--- src/rtl/bmt_pkg.sv ---
// Package for the bag multiset table: action and status codes, transaction types.
// No dependencies.
`default_nettype none
package bmt_pkg;

   localparam int ACTION_BITS = 4;
   localparam int COST_BITS   = 24;
   localparam int TOTAL_BITS  = 28;
   localparam int IN_KEY_BITS = 32;

   localparam logic [ACTION_BITS-1:0] ACT_INSERT = 4'd0;
   localparam logic [ACTION_BITS-1:0] ACT_DEL1   = 4'd1;
   localparam logic [ACTION_BITS-1:0] ACT_DELKEY = 4'd2;
   localparam logic [ACTION_BITS-1:0] ACT_COUNT  = 4'd3;
   localparam logic [ACTION_BITS-1:0] ACT_INDEX  = 4'd4;
   localparam logic [ACTION_BITS-1:0] ACT_MAX    = 4'd5;
   localparam logic [ACTION_BITS-1:0] ACT_SUM    = 4'd6;
   localparam logic [ACTION_BITS-1:0] ACT_SORT   = 4'd7;
   localparam logic [ACTION_BITS-1:0] ACT_READ   = 4'd8;

   localparam logic [1:0] ST_OK    = 2'd0;
   localparam logic [1:0] ST_FULL  = 2'd1;
   localparam logic [1:0] ST_EMPTY = 2'd2;

   localparam logic [TOTAL_BITS-1:0] TOTAL_MAX = {TOTAL_BITS{1'b1}};

   typedef struct packed {
      logic [3:0]  action;
      logic [31:0] key;
      logic [23:0] cost;
      logic [3:0]  slot;
   } req_type;

   typedef struct packed {
      logic [1:0]  status;
      logic [4:0]  match_count;
      logic [4:0]  position;
      logic [31:0] key_out;
      logic [23:0] cost_out;
      logic [27:0] cost_total;
      logic [4:0]  fill;
   } rsp_type;

endpackage
`default_nettype wire

--- src/rtl/bag_multiset_table.sv ---
// Bag multiset table: a fixed-capacity bag of (key, cost) entries.
// Depends on bmt_pkg.
//
// Usage: one action per request transaction on req_ (valid/ready); one
// response transaction per request on rsp_. The block works on one request
// at a time with one shared compare/add datapath that visits one entry per
// cycle under a small sequencer. Entries live in register arrays.
// Steps from acceptance to response: insert, read, sum and unknown actions
// go straight to the sum pass. Count, index, max and delete by key first scan
// all entries; a delete by key whose key is found then shifts the entries
// above its first match down. Delete first shifts from entry 0. Sort (n >= 2)
// runs bubble passes, one adjacent pair per cycle, each pass one pair shorter,
// then the sum.
// The sum pass that gives cost_total on every response walks all entries.
// After the response is taken the block returns to idle and can accept again.
// Reset empties the bag (fill zero); entry contents are left as they are.
// A stalled response holds in the output register; req_ready stays low
// until the response has been taken.
`default_nettype none
module bag_multiset_table #(
   parameter int CAPACITY = 16,
   parameter int KEY_BITS = 32
) (
   input  wire logic            clock,
   input  wire logic            reset,
   input  wire logic            req_valid,
   output logic                 req_ready,
   input  wire bmt_pkg::req_type req_data,
   output logic                 rsp_valid,
   input  wire logic            rsp_ready,
   output bmt_pkg::rsp_type     rsp_data
);
   import bmt_pkg::*;

   localparam int IW = $clog2(CAPACITY);
   localparam int CW = $clog2(CAPACITY + 1);

   localparam logic [2:0] S_IDLE = 3'd0;
   localparam logic [2:0] S_SCAN = 3'd1;
   localparam logic [2:0] S_SHIFT = 3'd2;
   localparam logic [2:0] S_SORT = 3'd3;
   localparam logic [2:0] S_SUM  = 3'd4;
   localparam logic [2:0] S_RESP = 3'd5;

   logic [KEY_BITS-1:0]  keys_ff [CAPACITY];
   logic [COST_BITS-1:0] costs_ff [CAPACITY];

   logic [2:0]            state_ff;
   logic [CW-1:0]         count_ff;
   logic [CW-1:0]         idx_ff;
   logic [CW-1:0]         lim_ff;
   logic                  found_ff;
   req_type               req_ff;
   logic [1:0]            status_ff;
   logic [CW-1:0]         hits_ff;
   logic [CW-1:0]         pos_ff;
   logic [KEY_BITS-1:0]   kout_ff;
   logic [COST_BITS-1:0]  cout_ff;
   logic [TOTAL_BITS-1:0] total_ff;
   logic                  rsp_valid_ff;

   logic [KEY_BITS-1:0] key_m;
   logic [IW-1:0]       ix;
   logic [IW-1:0]       ix1;
   logic                key_hit;
   logic [TOTAL_BITS:0] sum_w;

   assign key_m   = KEY_BITS'(req_ff.key);
   assign ix      = idx_ff[IW-1:0];
   assign ix1     = IW'(idx_ff + CW'(1));
   assign key_hit = (keys_ff[ix] == key_m);
   assign sum_w   = {1'b0, total_ff} + (TOTAL_BITS+1)'(costs_ff[ix]);

   assign req_ready = (state_ff == S_IDLE);
   assign rsp_valid = rsp_valid_ff;

   // Sequencer and shared datapath: one entry per cycle
   always_ff @(posedge clock) begin
      if (reset) begin
         state_ff     <= S_IDLE;
         count_ff     <= '0;
         rsp_valid_ff <= 1'b0;
      end else begin
         case (state_ff)
            S_IDLE: begin
               if (req_valid) begin
                  req_ff     <= req_data;
                  idx_ff     <= '0;
                  status_ff  <= ST_OK;
                  hits_ff    <= '0;
                  pos_ff     <= '0;
                  kout_ff    <= '0;
                  cout_ff    <= '0;
                  total_ff   <= '0;
                  found_ff   <= 1'b0;
                  lim_ff     <= count_ff;
                  state_ff   <= S_SUM;
                  case (req_data.action)
                     ACT_INSERT: begin
                        if (count_ff >= CW'(CAPACITY)) status_ff <= ST_FULL;
                        else begin
                           keys_ff[count_ff[IW-1:0]]  <= KEY_BITS'(req_data.key);
                           costs_ff[count_ff[IW-1:0]] <= req_data.cost;
                           count_ff <= count_ff + CW'(1);
                        end
                     end
                     ACT_DEL1: begin
                        if (count_ff == '0) status_ff <= ST_EMPTY;
                        else begin
                           found_ff <= 1'b1;
                           state_ff <= S_SHIFT;
                        end
                     end
                     ACT_DELKEY, ACT_COUNT, ACT_INDEX, ACT_MAX: begin
                        if (req_data.action == ACT_MAX && count_ff == '0)
                           status_ff <= ST_EMPTY;
                        else state_ff <= S_SCAN;
                     end
                     ACT_SORT: begin
                        if (count_ff > CW'(1)) state_ff <= S_SORT;
                     end
                     ACT_READ: begin
                        if (CW'(req_data.slot) < count_ff && 32'(req_data.slot) < CAPACITY)
                        begin
                           kout_ff <= keys_ff[req_data.slot[IW-1:0]];
                           cout_ff <= costs_ff[req_data.slot[IW-1:0]];
                        end else status_ff <= ST_EMPTY;
                     end
                     default: ;
                  endcase
               end
            end
            S_SCAN: begin
               if (idx_ff >= count_ff) begin
                  idx_ff <= '0;
                  state_ff <= S_SUM;
                  if (req_ff.action == ACT_INDEX) begin
                     pos_ff <= found_ff ? pos_ff : count_ff;
                     if (!found_ff) status_ff <= ST_EMPTY;
                  end
                  if (req_ff.action == ACT_DELKEY) begin
                     if (!found_ff) status_ff <= ST_EMPTY;
                     else begin
                        idx_ff <= pos_ff;
                        state_ff <= S_SHIFT;
                     end
                  end
               end else begin
                  idx_ff <= idx_ff + CW'(1);
                  if (key_hit) begin
                     hits_ff <= hits_ff + CW'(1);
                     if (!found_ff) begin
                        found_ff <= 1'b1;
                        pos_ff   <= idx_ff;
                     end
                  end
                  if (req_ff.action == ACT_MAX &&
                      (idx_ff == '0 || costs_ff[ix] > cout_ff)) begin
                     kout_ff <= keys_ff[ix];
                     cout_ff <= costs_ff[ix];
                  end
               end
            end
            S_SHIFT: begin
               // close the gap one entry a cycle
               if (idx_ff + CW'(1) >= count_ff) begin
                  count_ff <= count_ff - CW'(1);
                  idx_ff   <= '0;
                  state_ff <= S_SUM;
               end else begin
                  keys_ff[ix]  <= keys_ff[ix1];
                  costs_ff[ix] <= costs_ff[ix1];
                  idx_ff <= idx_ff + CW'(1);
               end
            end
            S_SORT: begin
               // one adjacent compare/swap a cycle; lim_ff shrinks per pass
               if (idx_ff + CW'(1) >= lim_ff) begin
                  idx_ff <= '0;
                  lim_ff <= lim_ff - CW'(1);
                  if (lim_ff <= CW'(2)) state_ff <= S_SUM;
               end else begin
                  if (costs_ff[ix] > costs_ff[ix1]) begin
                     keys_ff[ix]   <= keys_ff[ix1];
                     costs_ff[ix]  <= costs_ff[ix1];
                     keys_ff[ix1]  <= keys_ff[ix];
                     costs_ff[ix1] <= costs_ff[ix];
                  end
                  idx_ff <= idx_ff + CW'(1);
               end
            end
            S_SUM: begin
               if (idx_ff >= count_ff) begin
                  rsp_valid_ff <= 1'b1;
                  state_ff <= S_RESP;
               end else begin
                  total_ff <= sum_w[TOTAL_BITS] ? TOTAL_MAX : sum_w[TOTAL_BITS-1:0];
                  idx_ff <= idx_ff + CW'(1);
               end
            end
            S_RESP: begin
               if (rsp_ready) begin
                  rsp_valid_ff <= 1'b0;
                  state_ff <= S_IDLE;
               end
            end
            default: state_ff <= S_IDLE;
         endcase
      end
   end

   // Response fields
   always_comb begin
      rsp_data             = '0;
      rsp_data.status      = status_ff;
      rsp_data.match_count = (req_ff.action == ACT_COUNT) ? 5'(hits_ff) : 5'd0;
      rsp_data.position    = (req_ff.action == ACT_INDEX) ? 5'(pos_ff) : 5'd0;
      rsp_data.key_out     = 32'(kout_ff);
      rsp_data.cost_out    = cout_ff;
      rsp_data.cost_total  = total_ff;
      rsp_data.fill        = 5'(count_ff);
   end

   // Checks
   a_fill_bound: assert property (@(posedge clock) disable iff (reset)
      count_ff <= CW'(CAPACITY)) else $error("fill beyond capacity");
   a_ready_excl: assert property (@(posedge clock) disable iff (reset)
      !(req_ready && rsp_valid)) else $error("ready while response pending");
   a_rsp_from_sum: assert property (@(posedge clock) disable iff (reset)
      $rose(rsp_valid) |-> $past(state_ff) == S_SUM) else $error("response not after sum");
   a_fill_step: assert property (@(posedge clock) disable iff (reset)
      (state_ff == S_IDLE && req_valid) |=> count_ff <= $past(count_ff) + CW'(1))
      else $error("fill grew by more than one");

endmodule
`default_nettype wire

--- config.mk ---
export PLATFORM = sky130hd
export DESIGN_NAME = bag_multiset_table
export DESIGN_NICKNAME = d
export VERILOG_FILES = /design/src/rtl/bmt_pkg.sv /design/src/rtl/bag_multiset_table.sv
export SDC_FILE = /design/constraint.sdc
export NUM_CORES = 2
export LEC_CHECK = 0
export ABC_CLOCK_PERIOD_IN_PS = 25200
export BUFFER_PORTS_ARGS = -buffer_cell sky130_fd_sc_hd__buf_4
export CAP_MARGIN = 20
export CORE_MARGIN = 10
export CORE_UTILIZATION = 49
export DETAILED_ROUTE_END_ITERATION = 10
export SETUP_SLACK_MARGIN = 0.4
export SLEW_MARGIN = 15
export SYNTH_ARGS = -nofsm -noshare
export SYNTH_HDL_FRONTEND = slang
export SYNTH_SLANG_ARGS = --single-unit
--- constraint.sdc ---
create_clock -name clock -period 25.2 [get_ports clock]
set_input_delay 0 -clock clock [delete_from_list [all_inputs] [get_ports clock]]
set_output_delay 0 -clock clock [all_outputs]
set_load 0.02 [all_outputs]
* After elaboration in Yosys (flattened, before gate mapping)
Memories as Yosys holds them, arrays and structs flattened. A register that Yosys moved wholly into a read port is not among the register bits.
Index checks and enable logic that the tools add are counted.
** Cells by class
- Bitwise gates (word level) :: 3
- Multiplexer cells :: 103
- Add/subtract/negate cells :: 6
- Reduce and logical (&&, ||, !) cells :: 27
- Eq/ne operators :: 33
- Order comparisons :: 9
** Operator list (count)
- 2-to-1 mux 32 bit :: 7
- 2-to-1 mux 24 bit :: 7
- 2-to-1 mux 5 bit :: 22
- 2-to-1 mux 28 bit :: 3
- case mux 32 bit (2 select lines) :: 1
- case mux 28 bit (2 select lines) :: 1
- greater-than comparator 24 bit :: 2
- case mux 24 bit (2 select lines) :: 1
- case mux 5 bit (2 select lines) :: 4
- 2-to-1 mux 3 bit :: 12
- equality test 32 bit :: 1
- OR reduction 32 bit :: 1
- adder 28 x 24 -> 29 bit :: 1
- inequality test 2 bit, second input constant :: 13
- 2-to-1 mux 1 bit :: 25
- case mux 5 bit (5 select lines) :: 1
- OR reduction 24 bit :: 1
- equality test 4 x 3 -> 1 bit, second input constant :: 5
- 2-to-1 mux 2 bit :: 9
- case mux 3 bit (6 select lines) :: 1
- equality test 4 x 2 -> 1 bit, second input constant :: 4
- 2-to-1 mux 4 bit :: 4
- AND reduction 4 bit :: 4
- adder 5 x 1 -> 5 bit, second input constant :: 3
- 31 further kinds :: 48
** Word-level totals
- Input port bits :: 68
- Output and inout bits :: 103
- Register bits :: 152
- Word-level logic and storage cells :: 197
- RAM bits :: 896
- Memories :: 2
** Memories
- keys_ff :: depth 16, width 32, rd ports 3, clocked after memory_dff 1, write ports 2, RTL line bag_multiset_table.sv:45 : logic [KEY_BITS-1:0] keys_ff [CAPACITY];
- costs_ff :: depth 16, width 24, rd ports 3, clocked after memory_dff 1, write ports 2, RTL line bag_multiset_table.sv:46 : logic [COST_BITS-1:0] costs_ff [CAPACITY];

* Logic depth before layout (Yosys ltp)
An unclocked memory read counts as a cell.
- Depth after elaboration :: 11
- Gate-level depth with buffers :: 27

* Least setup slack after synthesis
OpenSTA, ideal clock, no wires.
- Path type :: register to register
- Start point :: reg idx_ff[0]
- End point :: mem costs_ff[11][0], enable pin
- Slack :: 15201 ps
- Cell stages (with the launch flop) :: 23
- Data arrival time :: 9452 ps
- Path buffers :: 7
- Path through :: edfxtp_1 -> buf_2 -> buf_1 -> clkbuf_1 -> inv_1 -> ha_1 -> buf_2 -> buf_1 -> mux4_2 -> mux4_2 -> inv_1 -> ha_1 -> a21o_1 -> a21o_1 -> a21oi_1 -> o22a_1 -> a31oi_1 -> o211ai_2 -> a21o_1 -> buf_2 -> buf_4 -> mux2_2 -> o21ai_0
** RTL lines
- start: declaration :: RTL line bag_multiset_table.sv:50 : logic [CW-1:0] idx_ff;
- start signal: assignment :: RTL line bag_multiset_table.sv:144 : idx_ff <= pos_ff;
- start signal: assignment :: RTL line bag_multiset_table.sv:149 : idx_ff <= idx_ff + CW'(1);
- start signal: assignment :: RTL line bag_multiset_table.sv:173 : idx_ff <= idx_ff + CW'(1);
- end: declaration :: RTL line bag_multiset_table.sv:46

==> run_results.csv <==
group,metric,value,unit
floorplanning,coreArea,142000,sq um
route,ant_nets,0,
clock_network,numCtsBuffers,130,
logic_synthesis,ys_ff_latch,1052,
timing,clock-skew-final,31.6,ps
power_and_ir_drop,p_int,4.86,mW
route,drtIter0Drc,6009,
placed_design,port_buffers,170,
power_and_ir_drop,seqPwrFrac,0.265,
logic_synthesis,ys_warn_count,0,
critical_path,worstPathMaxFanout,35,
critical_path,critPathLaunchType,"register",
clock_network,clk_pin_slew,60,ps
floorplanning,rows,138,
critical_path,end_kind,"register",
worst_hold_path,hold_path_class,"primary input to register",
final_layout,multiInputGateArea,35500,sq um
timing,post-route-period-util,0.401,
timing,fin_setup_tns,0,ps
logic_synthesis,syn-cell-area,70000,sq um
critical_path,criticalPathCategory,"register to register",
route,drt-pass1-iter-count,6,
clock_network,cts_tree,"built",
logic_synthesis,synth_cell_type_count,85,
timing,post-route-min-period,10110,ps
power_and_ir_drop,vdd_ir_drop_max,0.0948,mV
grt,grt_remaining_overflow,0,
worst_hold_path,hold_depth,2,
grt,grt_usage,0.313,
timing,hold_ws,24.3,ps
power_and_ir_drop,p_sw_frac,0.417,
logic_synthesis,synth_top_area_share,0.446,
logic_synthesis,synth_top_area_cell,"edfxtp_1",
grt,grt_pass1_vias,47829,
final_layout,fillers,11514,
final_layout,regArea,31500,sq um
route,routed_wl,252000,um
floorplanning,die_area,158000,sq um
timing,finalSetupViolations,0,
clock_network,cts.path.max_buffers,3,
critical_path,rr_worst_depth,20,
power_and_ir_drop,p_sw,3.47,mW
floorplanning,die_width,398,um
timing,hold_violations,0,
grt,antenna_found_initial,2,
logic_synthesis,async_reset_ff_frac,0,
placed_design,gp_congestion,0.923,
clock_network,insertion_delay,780,ps
route,vias,47704,
route,viasPerCell,7.14,
logic_synthesis,postSynthCellCount,4660,
power_and_ir_drop,p_leak,24.3,nW
route,post_drt_wl_per_cell,37.7,um
floorplanning,die_height,398,um
clock_network,cts_resized,0,
grt,grt_first_pass_wirelength,359000,um
placed_design,hpwlAfterDp,143000,um
clock_network,root_buffer,"clkbuf_16",
timing,rsz0062_at_grt,"no",
power_and_ir_drop,power_density,108,nW/um^2
clock_network,clock_sinks,1052,
logic_synthesis,syn-num-nets,4830,
floorplanning,io_pins,171,
route,drc,0,
timing,slew_headroom,0.165,
critical_path,r2r_setup_slack,15090,ps
timing,max_freq,0.0989,GHz
clock_network,cts_max_level,4,
final_layout,nets,4860,
critical_path,r2r_end,"costs_ff[15][6]",
worst_hold_path,holdPathEnd,"key_m[6]",
logic_synthesis,synth_area_per_cell,15.0,sq um
logic_synthesis,ys_top_cells_by_area,"edfxtp_1 (45%), mux4_2 (24%), mux2i_1 (14%)",
logic_synthesis,synthFlopType,"edfxtp_1",
power_and_ir_drop,comb_power_share,0.503,
logic_synthesis,synth_edf_count,1039,
final_layout,drive_gt1_frac,0.293,
outcome,outcome,"finished, final reports clean",
timing,final-max-slew-violation-count,0,
critical_path,critPathArrivalTime,10500,ps
floorplanning,start_util,0.493,
worst_hold_path,hold_start,"req_data[34]",
job,cap_violations,0,
power_and_ir_drop,p_clk_frac,0.232,
logic_synthesis,seq_area_frac_synth,0.450,
critical_path,critPathRequiredTime,25580,ps
final_layout,area_delta_synth_final,10.8,%
timing,worst_slew_pin_slew,1250,ps
grt,grt_max_degree,129,
[synth_stat cells (26+ instances only)]
cell type,n
o21ai_0,50
clkbuf_1,131
buf_4,127
a21oi_1,101
o21ai_2,26
mux2i_1,969
and3_1,27
nor2_1,173
nand3_1,55
edfxtp_1,1039
buf_6,31
buf_2,140
mux2i_2,53
nand2_1,170
a21o_1,29
mux4_2,753
xnor2_1,49
buf_1,58
ha_1,101
o22ai_1,67
inv_1,164
[critical path, stage by stage, from the launching register on]
cell and delay, ps:
dfxtp_4 770, buf_4 690, buf_4 640, buf_4 660
mux4_2 590, nor2_1 120, nor2_1 70, o21ai_2 630
inv_1 330, ha_1 280, a21o_1 170, a21o_1 170
a21oi_1 260, o22a_1 210, a31oi_1 120, o211ai_2 520
a21o_4 850, mux2_2 520, o21ai_4 620, buf_4 610
buf_4 720
[area by class of cell]
| class | count | share of cell area |
|---|---|---|
| multi-input cells | 2953 | 0.458 |
| flip-flops and latches | 1052 | 0.406 |
| clock buffers | 165 | 0.0469 |
| repair buffers | 387 | 0.0418 |
| well taps | 1890 | 0.0305 |
| clock inverters | 66 | 0.00836 |
| inverters | 166 | 0.00817 |
| diodes | 1 | 0.0000323 |
[power groups by stage]
| stage | clock network (mW) | logic, mW | registers, mW |
|---|---|---|---|
| 6_report | 1.93 | 4.19 | 2.20 |
| 4_1_cts | 1.94 | 4.15 | 2.21 |
| 5_1_grt | 2.01 | 4.46 | 2.22 |
| 2_1_floorplan | 0 | 2.96 | 2.20 |
| 3_5_place_dp | 0 | 4.12 | 2.24 |
| 3_3_place_gp | 0 | 4.10 | 2.24 |
[sequential cells by signal (all words and copies together), names as in the netlist, named ones only]
register and flops:
keys_ff 512, costs_ff 384, key_m 32, kout_ff 32, total_ff 28, cout_ff 24
count_ff 5, hits_ff 5, idx_ff 5, lim_ff 5, pos_ff 5, req_ff 4
state_ff 3, found_ff 1, rsp_valid 1
[per-layer routing]
metal	share of wire	wire length, um	track usage	vias up
li1	-	-	-	18955
met1	0.38	95900	0.419	24938
met2	0.47	119000	0.500	3142
met3	0.098	24700	0.0589	667
met4	0.049	12300	0.133	2
met5	0.000052	13	0	-
[cells in the final DEF, fill, tap and decap left out, types with 28 or more instances in the layout]
cell type      Yosys  routed
o21ai_0           50      44
mux2i_1          969     969
nand3_1           55      55
xnor2_1           49      48
nand2_1          170     168
edfxtp_1        1039    1039
mux2i_2           53      53
o22ai_1           67      67
buf_4            127     286
a21o_1            29      28
inv_1            164     163
dlygate4sd3_1      0      91
nor2_1           173     172
clkbuf_16          0     139
a21oi_1          101     101
ha_1             101     100
mux4_2           753     753
clkinv_2           0      28
[through the flow]
| step | worst slack, ps | utilization | instances | power [mW] | area [sq um] |
|---|---|---|---|---|---|
| 2_1_floorplan | 15200 | - | 4660 | 5.16 | 70000 |
| 3_3_place_gp | 15040 | 0.509 | 6353 | 6.34 | 72200 |
| 3_5_place_dp | 15040 | 0.510 | 6357 | 6.36 | 72300 |
| 4_1_cts | 15050 | 0.547 | 6679 | 8.30 | 77500 |
| 5_1_grt | 14740 | 0.547 | 6679 | 8.68 | 77500 |
| 6_report | 15090 | 0.547 | 6680 | 8.33 | 77500 |
[cell families (layout without fill, tap and decap cells)]
family	after synthesis	after routing	synth area share
fa+ha+maj	102	102	0.0184
simple gates	558	558	0.0366
flops	1052	1052	0.450
other cells	0	1	0
mux	1796	1796	0.397
buf+inv	655	784	0.0481
compound gates	428	428	0.0420
xor+xnor	69	69	0.00864
[worst max-delay path by stage]
stage / start / endpoint / slack, ps / depth (start not counted)
after floorplan: idx_ff[0] / costs_ff[11][0] / 15200 / 22
after global placement: register / costs_ff[15][5] / 15040 / 20
after detailed placement: register / costs_ff[15][5] / 15040 / 20
after CTS: register / costs_ff[15][6] / 15050 / 20
after global routing: register / costs_ff[15][6] / 14740 / 20
final: register / costs_ff[15][6] / 15090 / 20
[what timing repair did]
| item | in CTS | in global routing |
|---|---|---|
| setup buffers | 0 | 0 |
| hold buffers | 91 | 0 |
| endpoints found under the hold margin | 942 | 0 |
| endpoints found under the setup margin | 0 | 0 |
Power figures use the tool's default switching activity.
